$ cat src/rtl/core/ddb_pkg.sv
// ddb_pkg: shared types and constants for the duct damper balance step unit.
// Used by the top level, the iterative divider and the port checker.
`default_nettype none

package ddb_pkg;

    localparam int TEMP_W   = 14;
    localparam int OPEN_W   = 15;
    localparam int ANGLE_W  = 8;
    localparam int MAG_W    = 12;
    localparam int DIVD_W   = 28;
    localparam int CFG_IDX_W = 2;
    localparam int CFG_DATA_W = 15;

    typedef logic signed [TEMP_W-1:0] temp_t;
    typedef logic [OPEN_W-1:0]        open_t;
    typedef logic [ANGLE_W-1:0]       angle_t;
    typedef logic [MAG_W-1:0]         mag_t;

    typedef enum logic [1:0] {
        STATUS_ADJUSTED = 2'd0,
        STATUS_MANUAL   = 2'd1,
        STATUS_EQUAL    = 2'd2,
        STATUS_MISSING  = 2'd3
    } status_t;

    typedef enum logic [CFG_IDX_W-1:0] {
        REG_MODE        = 2'd0,
        REG_TARGET      = 2'd1,
        REG_MAN_INSIDE  = 2'd2,
        REG_MAN_OUTSIDE = 2'd3
    } cfg_idx_t;

    localparam open_t        FULL_OPEN     = 15'd25600;
    localparam mag_t         BIG_MOVE      = 12'd1280;
    localparam logic [13:0]  MOVE_SCALE    = 14'd12800;
    localparam logic [6:0]   SMALL_FACTOR  = 7'd100;
    localparam logic [2:0]   BIG_FACTOR    = 3'd5;
    localparam temp_t        TARGET_RESET  = 14'sd320;
    localparam logic [7:0]   IN_SPAN       = 8'd165;
    localparam angle_t       IN_BASE       = 8'd15;
    localparam angle_t       OUT_SPAN      = 8'd180;
    localparam logic [14:0]  CEIL_BIAS     = 15'd25599;
    localparam logic [12:0]  RECIP_100     = 13'd5243;
    localparam int           RECIP_SHIFT   = 19;

    typedef struct packed {
        logic                start;
        logic [DIVD_W-1:0]   dividend;
        logic [TEMP_W-1:0]   divisor;
    } div_req_t;

    typedef struct packed {
        logic                done;
        mag_t                quot;
    } div_rsp_t;

endpackage

`default_nettype wire

$ cat src/rtl/core/ddb_div.sv
// ddb_div: restoring divider, one quotient bit per cycle.
// Needs dividend < divisor * 2^12. Depends on ddb_pkg.
`default_nettype none

module ddb_div (
    input  wire logic              aclk,
    input  wire logic              aresetn,
    input  wire ddb_pkg::div_req_t req,
    output ddb_pkg::div_rsp_t      rsp
);
    import ddb_pkg::*;

    localparam int CNT_W = $clog2(MAG_W);

    logic              busy_reg, busy_next;
    logic              done_reg, done_next;
    logic [CNT_W-1:0]  cnt_reg, cnt_next;
    logic [TEMP_W-1:0] rem_reg, rem_next;
    logic [TEMP_W-1:0] den_reg, den_next;
    mag_t              quot_reg, quot_next;

    logic [TEMP_W:0]   trial;
    logic [TEMP_W:0]   diff;
    logic              ge;

    always_comb begin
        trial = {rem_reg, quot_reg[MAG_W-1]};
        diff  = trial - {1'b0, den_reg};
        ge    = trial >= {1'b0, den_reg};

        busy_next = busy_reg;
        done_next = 1'b0;
        cnt_next  = cnt_reg;
        rem_next  = rem_reg;
        den_next  = den_reg;
        quot_next = quot_reg;

        if (req.start) begin
            busy_next = 1'b1;
            cnt_next  = CNT_W'(MAG_W - 1);
            rem_next  = req.dividend[MAG_W +: TEMP_W];
            quot_next = req.dividend[MAG_W-1:0];
            den_next  = req.divisor;
        end else if (busy_reg) begin
            rem_next  = ge ? diff[TEMP_W-1:0] : trial[TEMP_W-1:0];
            quot_next = {quot_reg[MAG_W-2:0], ge};
            cnt_next  = cnt_reg - 1'b1;
            if (cnt_reg == '0) begin
                busy_next = 1'b0;
                done_next = 1'b1;
            end
        end
    end

    always_ff @(posedge aclk) begin
        if (!aresetn) begin
            busy_reg <= 1'b0;
            done_reg <= 1'b0;
            cnt_reg  <= '0;
        end else begin
            busy_reg <= busy_next;
            done_reg <= done_next;
            cnt_reg  <= cnt_next;
        end
        rem_reg  <= rem_next;
        den_reg  <= den_next;
        quot_reg <= quot_next;
    end

    assign rsp.done = done_reg;
    assign rsp.quot = quot_reg;

endmodule

`default_nettype wire

$ cat src/rtl/core/duct_damper_balance_step_unit.sv
// duct_damper_balance_step_unit: vent balancing step with iterative divider.
// Depends on ddb_pkg and ddb_div.
//
// Usage:
//   s_* channel: one transfer carries ambient, inside-intake and outside-intake
//   temperatures with their valid flags. m_* channel: one result transfer per
//   input transfer with both openings, both servo angles, write order, status.
//   cfg_* channel: register writes (0 mode, 1 target, 2/3 manual openings);
//   always ready, write only while no item is in flight.
// Path: manual, missing-reading and equal-intake items go from input transfer
//   through S_PREP, S_ANG1 and S_ANG2 to S_OUT; adjusted items also pass S_CALC
//   and S_MOVE, and S_DIV when the move needs the restoring divider. The divider sets the worst case.
// Throughput: one item at a time; s_ready is high only while idle, so an item
//   occupies the block from its input transfer until its result transfer, and
//   the next input transfer comes at the earliest in the cycle after that.
// Stall: the result holds on m_* until m_ready; no input is taken meanwhile.
// Reset: both openings return to fully open inside / closed outside, mode
//   manual, target 320, manual inside 25600, manual outside 0.
`default_nettype none

module duct_damper_balance_step_unit (
    input  wire logic                  aclk,
    input  wire logic                  aresetn,
    input  wire logic                  cfg_valid,
    output logic                       cfg_ready,
    input  wire logic [1:0]            cfg_index,
    input  wire logic [14:0]           cfg_data,
    input  wire logic                  s_valid,
    output logic                       s_ready,
    input  wire ddb_pkg::temp_t        s_ambient_temp,
    input  wire logic                  s_ambient_valid,
    input  wire ddb_pkg::temp_t        s_inside_temp,
    input  wire logic                  s_inside_valid,
    input  wire ddb_pkg::temp_t        s_outside_temp,
    input  wire logic                  s_outside_valid,
    output logic                       m_valid,
    input  wire logic                  m_ready,
    output ddb_pkg::open_t             m_inside_opening,
    output ddb_pkg::open_t             m_outside_opening,
    output ddb_pkg::angle_t            m_inside_angle,
    output ddb_pkg::angle_t            m_outside_angle,
    output logic                       m_outside_first,
    output ddb_pkg::status_t           m_status
);
    import ddb_pkg::*;

    typedef enum logic [7:0] {
        S_IDLE = 8'b0000_0001,
        S_PREP = 8'b0000_0010,
        S_CALC = 8'b0000_0100,
        S_DIV  = 8'b0000_1000,
        S_MOVE = 8'b0001_0000,
        S_ANG1 = 8'b0010_0000,
        S_ANG2 = 8'b0100_0000,
        S_OUT  = 8'b1000_0000
    } state_t;

    function automatic open_t move_open(input open_t v, input mag_t m, input logic up);
        logic signed [16:0] s;
        s = up ? $signed({2'b0, v}) + $signed({5'b0, m})
               : $signed({2'b0, v}) - $signed({5'b0, m});
        if (s < 17'sd0) begin
            return '0;
        end else if (s > $signed({2'b0, FULL_OPEN})) begin
            return FULL_OPEN;
        end else begin
            return s[OPEN_W-1:0];
        end
    endfunction

    function automatic open_t sat_open(input open_t v);
        return (v > FULL_OPEN) ? FULL_OPEN : v;
    endfunction

    state_t  state_reg, state_next;

    logic    mode_reg;
    temp_t   target_reg;
    open_t   man_in_reg;
    open_t   man_out_reg;

    open_t   in_vent_reg, in_vent_next;
    open_t   out_vent_reg, out_vent_next;
    status_t status_reg, status_next;

    temp_t   amb_reg, tin_reg, tout_reg;
    logic    ok_reg;

    logic [TEMP_W-1:0] ad_reg, ad_next;
    logic [TEMP_W-1:0] r_reg, r_next;
    logic              neg_reg, neg_next;
    logic              out_low_reg, out_low_next;
    mag_t              mag_reg, mag_next;

    open_t   a1_reg, o1_reg;
    angle_t  ia_reg, oa_reg;

    logic signed [TEMP_W:0] d_full;
    logic signed [TEMP_W:0] r_full;
    logic [TEMP_W:0]        ad_full;
    logic [TEMP_W:0]        rr_full;
    logic [20:0]            ad_x100;
    logic [16:0]            ad_x5;
    logic [22:0]            p_in;
    logic [22:0]            p_out;
    logic [26:0]            q_in_p;
    logic [26:0]            q_out_p;

    div_req_t div_req;
    div_rsp_t div_rsp;

    ddb_div u_div (
        .aclk    (aclk),
        .aresetn (aresetn),
        .req     (div_req),
        .rsp     (div_rsp)
    );

    assign cfg_ready = 1'b1;
    assign s_ready   = (state_reg == S_IDLE);
    assign m_valid   = (state_reg == S_OUT);

    always_comb begin
        d_full  = $signed({target_reg[TEMP_W-1], target_reg}) - $signed({amb_reg[TEMP_W-1], amb_reg});
        r_full  = $signed({tin_reg[TEMP_W-1], tin_reg}) - $signed({tout_reg[TEMP_W-1], tout_reg});
        ad_full = d_full[TEMP_W] ? 15'(-d_full) : 15'(d_full);
        rr_full = r_full[TEMP_W] ? 15'(-r_full) : 15'(r_full);
        ad_x100 = 21'(ad_reg) * 21'(SMALL_FACTOR);
        ad_x5   = 17'(ad_reg) * 17'(BIG_FACTOR);
        p_in    = 23'(in_vent_reg) * 23'(IN_SPAN);
        p_out   = 23'(out_vent_reg) * 23'(OUT_SPAN) + 23'(CEIL_BIAS);
        q_in_p  = 27'(a1_reg) * 27'(RECIP_100);
        q_out_p = 27'(o1_reg) * 27'(RECIP_100);
    end

    always_comb begin
        state_next    = state_reg;
        in_vent_next  = in_vent_reg;
        out_vent_next = out_vent_reg;
        status_next   = status_reg;
        ad_next       = ad_reg;
        r_next        = r_reg;
        neg_next      = neg_reg;
        out_low_next  = out_low_reg;
        mag_next      = mag_reg;
        div_req       = '0;

        unique case (state_reg)
            S_IDLE: begin
                if (s_valid) begin
                    state_next = S_PREP;
                end
            end
            S_PREP: begin
                ad_next      = ad_full[TEMP_W-1:0];
                r_next       = rr_full[TEMP_W-1:0];
                neg_next     = d_full[TEMP_W];
                out_low_next = r_full > 0;
                if (!mode_reg) begin
                    in_vent_next  = sat_open(man_in_reg);
                    out_vent_next = sat_open(man_out_reg);
                    status_next   = STATUS_MANUAL;
                    state_next    = S_ANG1;
                end else if (!ok_reg) begin
                    in_vent_next  = FULL_OPEN;
                    out_vent_next = '0;
                    status_next   = STATUS_MISSING;
                    state_next    = S_ANG1;
                end else if (r_full == 0) begin
                    status_next   = STATUS_EQUAL;
                    state_next    = S_ANG1;
                end else begin
                    state_next    = S_CALC;
                end
            end
            S_CALC: begin
                if (ad_x100 < 21'(r_reg)) begin
                    mag_next   = '0;
                    state_next = S_MOVE;
                end else if (ad_x5 > 17'(r_reg)) begin
                    mag_next   = BIG_MOVE;
                    state_next = S_MOVE;
                end else begin
                    div_req.start    = 1'b1;
                    div_req.dividend = DIVD_W'(ad_reg) * DIVD_W'(MOVE_SCALE);
                    div_req.divisor  = r_reg;
                    state_next       = S_DIV;
                end
            end
            S_DIV: begin
                if (div_rsp.done) begin
                    mag_next   = div_rsp.quot;
                    state_next = S_MOVE;
                end
            end
            S_MOVE: begin
                in_vent_next  = move_open(in_vent_reg, mag_reg, out_low_reg ^ neg_reg);
                out_vent_next = move_open(out_vent_reg, mag_reg, !(out_low_reg ^ neg_reg));
                status_next   = STATUS_ADJUSTED;
                state_next    = S_ANG1;
            end
            S_ANG1: begin
                state_next = S_ANG2;
            end
            S_ANG2: begin
                state_next = S_OUT;
            end
            S_OUT: begin
                if (m_ready) begin
                    state_next = S_IDLE;
                end
            end
            default: begin
                state_next = S_IDLE;
            end
        endcase
    end

    always_ff @(posedge aclk) begin
        if (!aresetn) begin
            state_reg    <= S_IDLE;
            mode_reg     <= 1'b0;
            target_reg   <= TARGET_RESET;
            man_in_reg   <= FULL_OPEN;
            man_out_reg  <= '0;
            in_vent_reg  <= FULL_OPEN;
            out_vent_reg <= '0;
            status_reg   <= STATUS_MANUAL;
        end else begin
            state_reg    <= state_next;
            in_vent_reg  <= in_vent_next;
            out_vent_reg <= out_vent_next;
            status_reg   <= status_next;
            if (cfg_valid) begin
                unique case (cfg_index)
                    REG_MODE:        mode_reg    <= cfg_data[0];
                    REG_TARGET:      target_reg  <= cfg_data[TEMP_W-1:0];
                    REG_MAN_INSIDE:  man_in_reg  <= cfg_data;
                    REG_MAN_OUTSIDE: man_out_reg <= cfg_data;
                    default:         mode_reg    <= mode_reg;
                endcase
            end
        end
    end

    always_ff @(posedge aclk) begin
        if (s_valid && s_ready) begin
            amb_reg  <= s_ambient_temp;
            tin_reg  <= s_inside_temp;
            tout_reg <= s_outside_temp;
            ok_reg   <= s_ambient_valid & s_inside_valid & s_outside_valid;
        end
        ad_reg      <= ad_next;
        r_reg       <= r_next;
        neg_reg     <= neg_next;
        out_low_reg <= out_low_next;
        mag_reg     <= mag_next;
        if (state_reg == S_ANG1) begin
            a1_reg <= p_in[22:8];
            o1_reg <= p_out[22:8];
        end
        if (state_reg == S_ANG2) begin
            ia_reg <= IN_BASE + q_in_p[RECIP_SHIFT +: ANGLE_W];
            oa_reg <= OUT_SPAN - q_out_p[RECIP_SHIFT +: ANGLE_W];
        end
    end

    assign m_inside_opening  = in_vent_reg;
    assign m_outside_opening = out_vent_reg;
    assign m_inside_angle    = ia_reg;
    assign m_outside_angle   = oa_reg;
    assign m_outside_first   = oa_reg > ia_reg;
    assign m_status          = status_reg;

endmodule

`default_nettype wire

$ cat config.mk
export PLATFORM = sky130hd
export DESIGN_NAME = duct_damper_balance_step_unit
export DESIGN_NICKNAME = d
export VERILOG_FILES = /design/src/rtl/core/ddb_pkg.sv /design/src/rtl/core/ddb_div.sv /design/src/rtl/core/duct_damper_balance_step_unit.sv
export SDC_FILE = /design/constraint.sdc
export NUM_CORES = 1
export LEC_CHECK = 0
export BUFFER_PORTS_ARGS = -buffer_cell sky130_fd_sc_hd__buf_2
export CORE_ASPECT_RATIO = 1.25
export CORE_UTILIZATION = 25
export DETAILED_ROUTE_END_ITERATION = 8
export HOLD_SLACK_MARGIN = 0.12
export PLACE_DENSITY = 0.47
export SYNTH_ARGS = -nofsm -noshare
export SYNTH_HDL_FRONTEND = slang
export SYNTH_HIERARCHICAL = 1
export SYNTH_SLANG_ARGS = --single-unit
$ cat constraint.sdc
create_clock -name aclk -period 6.3 [get_ports aclk]
set_clock_uncertainty 0.1 [all_clocks]
set_input_delay 1.26 -clock aclk [delete_from_list [all_inputs] [get_ports aclk]]
set_output_delay 1.26 -clock aclk [all_outputs]
set_load 0.02 [all_outputs]
# --- Word level (Yosys, flattened, before mapping) ---
# Index checks and enable logic that the tools add are counted.
op_classes:
  n_bitwise: 6
  mux: 47
  n_lt_le_gt_ge: 11
  reduce_logical: 18
  eq_ne: 17
  mul: 7
  add_sub_neg: 13
op_table:
  columns: ["op", "count"]
  rows:
  - ["2-to-1 mux 15 bit", 10]
  - ["2-to-1 mux 43 bit", 3]
  - ["2-to-1 mux 14 bit", 5]
  - ["one-hot mux 8 bit (8 select lines)", 1]
  - ["2-to-1 mux 12 bit", 5]
  - ["one-hot mux 15 bit (2 select lines)", 2]
  - ["multiplier 15 x 13 -> 27 bit, second input constant", 2]
  - ["multiplier 14 x 5 -> 19 bit, second input constant", 2]
  - ["> comparator 17 x 16 -> 1 bit, second input constant", 2]
  - ["less-than comparator 17 x 1 -> 1 bit, second input constant", 2]
  - ["2-to-1 mux 17 bit", 2]
  - ["adder 15 x 12 -> 16 bit", 2]
  - ["zero test 32 bit", 1]
  - ["subtractor 15 x 12 -> 16 bit", 2]
  - ["> comparator 15 bit, second input constant", 2]
  - ["subtractor 14 x 14 -> 15 bit", 2]
  - ["negation 14 bit", 2]
  - ["2-to-1 mux 8 bit", 3]
  - ["one-hot mux 12 bit (2 select lines)", 1]
  - ["adder 23 x 15 -> 23 bit, second input constant", 1]
  - ["multiplier 15 x 8 -> 23 bit, second input constant", 1]
  - ["less-than comparator 21 x 14 -> 1 bit", 1]
  - ["multiplier 15 x 6 -> 21 bit, second input constant", 1]
  - ["2-to-1 mux 6 bit", 3]
  - ["other kinds (39)", 61]
totals:
  inputBits: 67
  out_inout_bits: 52
  reg_bits: 262
  wordCells: 147

# --- Depth between registers and ports, before layout ---
logic_depth:
  word_depth: 6
  depth_mapped: 26
  ltp_nobuf: 26

# --- Cells and area by module ---
# The synthesis kept the hierarchy.
by_module_without_submodules:
  columns: ["mod", "n_inst", "area_each_um2", "cells_each", "seq_area_each_um2"]
  rows:
  - ["duct_damper_balance_step_unit", 1, 25772.2, 2765, 5635.4]
  - ["ddb_div", 1, 2771.4, 245, 1321.3]

# --- Worst setup path before layout ---
# Ideal clock, no wire load.
synth_path:
  kind: "reg-to-reg"
  from: "register a1_reg[11]"
  to: "register ia_reg[6] (netlist: m_inside_angle[6]) (data pin)"
  t_required_ps: 5942
  synth_period_minus_slack_ps: 5828
  path_slack_ps: 472
  arrival_time_ps: 5471
  stages_incl_launch_ff: 23
  path_buffers: 0
  setup_time_ps: 258
  path_cell_list: "edfxtp_1 fa_1 ha_1 inv_1 fa_1 inv_1 fa_1 inv_1 fa_1 inv_1 ha_1 a21o_1 a21o_1 a21o_1 o21bai_1 xnor2_1 ha_1 nor2b_1 a31oi_1 nand4_1 o21bai_1 a221o_1 xnor2_1"
synth_between:
  elab_chain_len: 2
synth_rtl:
  columns: ["element", "line_no", "rtl"]
  rows:
  - ["start: declaration", "duct_damper_balance_step_unit.sv:95", "open_t a1_reg, o1_reg;"]
  - ["start signal: assignment", "duct_damper_balance_step_unit.sv:259", "a1_reg <= p_in[22:8];"]
  - ["multiplier 15 x 13 -> 27 bit", "duct_damper_balance_step_unit.sv:132", "q_in_p = 27'(a1_reg) * 27'(RECIP_100);"]
  - ["adder 4 x 8 -> 8 bit", "duct_damper_balance_step_unit.sv:263", "ia_reg <= IN_BASE + q_in_p[RECIP_SHIFT +: ANGLE_W];"]
  - ["end signal: assignment", "duct_damper_balance_step_unit.sv:263", null]
  - ["end: declaration", "duct_damper_balance_step_unit.sv:96", "angle_t ia_reg, oa_reg;"]
# No other way between the ends.
# A chain may end at the register's enable or synchronous reset.

# --- Worst setup path after layout ---
layout_path:
  from: "register a1_reg[9]"
  to: "register ia_reg[6] (netlist: m_inside_angle[6]) (data pin)"
# Same word-level chain as after synthesis.

==> qor.log <==
qor: timing.timing.final.crit_period 6.08 ns
qor: finish.finish.cell_count_without_fillers 4,665
qor: floorplanning.chipWidth 304 µm
qor: finish.num_antenna_cells 0
qor: place.port_buffers 117
qor: global_route.grt_max_degree 48
qor: floorplanning.vertical_die_dimension 380 µm
qor: floorplanning.floorplan.initialDensity 25.2%
qor: cts.cts_buffers 37
qor: timing.max_slew.worst_pin.slew 1.06 ns
qor: critical_path.crit_path_end_kind flop
qor: floorplanning.core_area 0.113 mm²
qor: routing.wl 71.7 mm
qor: critical_path.timing_worst_setup_path_type reg2reg
qor: place.hpwl 59.7 mm
qor: timing.slew_headroom 29.0%
qor: global_route.grt-ovfl-total 0
qor: cts.cts.hold.buffers_added 0
qor: place.dpl-instance-area 0.0310 mm²
qor: timing.finalSetupViolCount 0
qor: routing.drt_initial_violations 771
qor: critical_path.arrival 6.31 ns
qor: timing.final_hold_viol_count 0
qor: run.max_cap_viol_count 0
qor: pwr.power-per-cell-area 158 mW/mm²
qor: global_route.antenna_violations_before_repair 2
qor: timing.timing.final.crit_share 96.5%
qor: finish.nFillCells 12,100
qor: cts.worst_setup_hold_path_clk_slew 0.05 ns
qor: cts.ctsLongestPathBuffers 3
qor: synth.post_synth_instance_area 0.0285 mm²
qor: floorplanning.floorplan.die_area 0.115 mm²
qor: routing.route.detailed.drc 0
qor: global_route.grt_first_pass_wirelength 115 mm
qor: cts.h-tree-depth 2
qor: finish.layout-area-overhead-vs-synth 14.3%
qor: critical_path.category_of_the_worst_setup_path_launch_point flop
qor: cts.cts.sink_count 262
qor: timing.grt_setup_unrepaired yes
qor: cts.tritoncts done
qor: timing.timing.fmax 165 MHz
qor: finish.post_route_cells_drive_above_1_share 9.80%
qor: place.placed_cells 4,576
qor: finish.final_cell_area 0.0326 mm²
qor: global_route.track_usage 12.5%
qor: routing.wl_per_cell 15.4 µm
qor: pwr.leakagePower 15.6 nW
qor: cts.insertion_delay 0.58 ns
qor: pwr.vdd.ir_drop.worst 0.206 mV
qor: critical_path.cp.required 6.54 ns
qor: place.place.gp.congestion 0.861
qor: finish.final_nets 3,927
qor: synth.postSynthCellCount 3,008
qor: routing.drt-vias-per-instance 4.47
qor: worst_hold_path.min_delay_path_class reg2reg
qor: critical_path.crit_fanout 5
qor: global_route.grt_pass1_vias 21,900
qor: cts.clock_tree.root_cell sky130_fd_sc_hd__clkbuf_16
qor: routing.dr_total_vias 20,800
qor: synth.synth.avg_cell_area 9.49 µm²
qor: floorplanning.number_of_cell_rows 138
qor: run_status.status complete, no violations
qor: timing.slew_viol_final 0
qor: routing.drt.antenna.violating_nets 0
qor: floorplanning.io-pin-count 119
qor: routing.detailedRoute.firstPassIterationCount 5
qor: synth.ys.warnings.count 6
qor: finish.fin_util 28.8%
## cells in the final DEF (no fill, tap or decap), types with 55 or more instances in the layout
cell                       instances
sky130_fd_sc_hd__ha_1            495
sky130_fd_sc_hd__o21ai_0          79
sky130_fd_sc_hd__xor2_1           55
sky130_fd_sc_hd__a21o_1           57
sky130_fd_sc_hd__nand2_1         195
sky130_fd_sc_hd__a21oi_1         186
sky130_fd_sc_hd__fa_1            196
sky130_fd_sc_hd__edfxtp_1        171
sky130_fd_sc_hd__inv_1           538
sky130_fd_sc_hd__xnor2_1         114
sky130_fd_sc_hd__nor2_1          117
sky130_fd_sc_hd__dfxtp_1          91
sky130_fd_sc_hd__buf_2           117
sky130_fd_sc_hd__buf_4            57
## power by group
group          total [mW]  switching (mW)  leakage [nW]  internal [mW]
Clock                2.28           0.853         0.639           1.43
Sequential           1.94          0.0374          2.30           1.90
Combinational       0.931           0.542          12.6          0.389
## final cells by class
cell class,count,area (µm²),area share (%)
Clock inverter,22,285,0.875
Clock buffer,45,1040,3.19
Tap cell,1470,1840,5.64
Inverter,540,2030,6.22
Multi-Input combinational cell,2150,19400,59.5
Timing Repair Buffer,176,1050,3.23
Sequential cell,262,6960,21.3
## worst max-delay path, cell delays in order, from the launching register on
cell	delay [ns]
sky130_fd_sc_hd__edfxtp_1	0.49
sky130_fd_sc_hd__buf_4	0.20
sky130_fd_sc_hd__fa_1	0.45
sky130_fd_sc_hd__ha_1	0.32
sky130_fd_sc_hd__fa_1	0.46
sky130_fd_sc_hd__fa_1	0.55
sky130_fd_sc_hd__inv_1	0.06
sky130_fd_sc_hd__fa_1	0.52
sky130_fd_sc_hd__inv_1	0.04
sky130_fd_sc_hd__ha_1	0.28
sky130_fd_sc_hd__o21a_1	0.18
sky130_fd_sc_hd__nor2_1	0.13
sky130_fd_sc_hd__nor2b_1	0.06
sky130_fd_sc_hd__o22ai_1	0.18
sky130_fd_sc_hd__mux2i_1	0.10
sky130_fd_sc_hd__nand2_1	0.18
sky130_fd_sc_hd__inv_1	0.08
sky130_fd_sc_hd__ha_1	0.23
sky130_fd_sc_hd__nor2b_1	0.15
sky130_fd_sc_hd__a31oi_1	0.20
sky130_fd_sc_hd__nand4_1	0.19
sky130_fd_sc_hd__o21bai_1	0.21
sky130_fd_sc_hd__a221o_1	0.36
sky130_fd_sc_hd__xnor2_1	0.12
## routing by layer
layer  share of wire (%)  GRT usage (%)
met5                   0              0
met4                 3.3           4.56
met3                 2.5           1.64
met2                  53           24.3
met1                  41           13.6
## what timing repair did
| action | 4_1_cts | 5_1_grt |
|---|---|---|
| setup buffers | 0 | 22 |
| gates resized for setup | 0 | 14 |
| setup endpoints to repair | 0 | 10 |
## through the flow
step / total power, mW / worst slack [ns] / setup TNS (ns) / hold WS [ns]
after floorplan: 2.66 / 0.472 / 0 / 0.336
after global placement: 2.91 / 0.125 / 0 / 0.347
after detailed placement: 2.91 / 0.0655 / 0 / 0.351
after CTS: 5.25 / 0.0661 / 0 / 0.360
after global routing: 5.44 / -0.0601 / -0.0601 / 0.382
final: 5.15 / 0.223 / 0 / 0.361
## final timing paths
kind / from / slack, ns / cells past startpoint / to
worst max-delay path: a1_reg[9] / 0.22 / 23 / m_inside_angle[6]
worst min-delay path: m_status[1] / 0.36 / 2 / m_status[1]
worst max register to register: a1_reg[9] / 0.22 / 23 / m_inside_angle[6]
worst min register to register: m_status[1] / 0.36 / 2 / m_status[1]
Note: power is estimated with default switching activity, not from simulation.
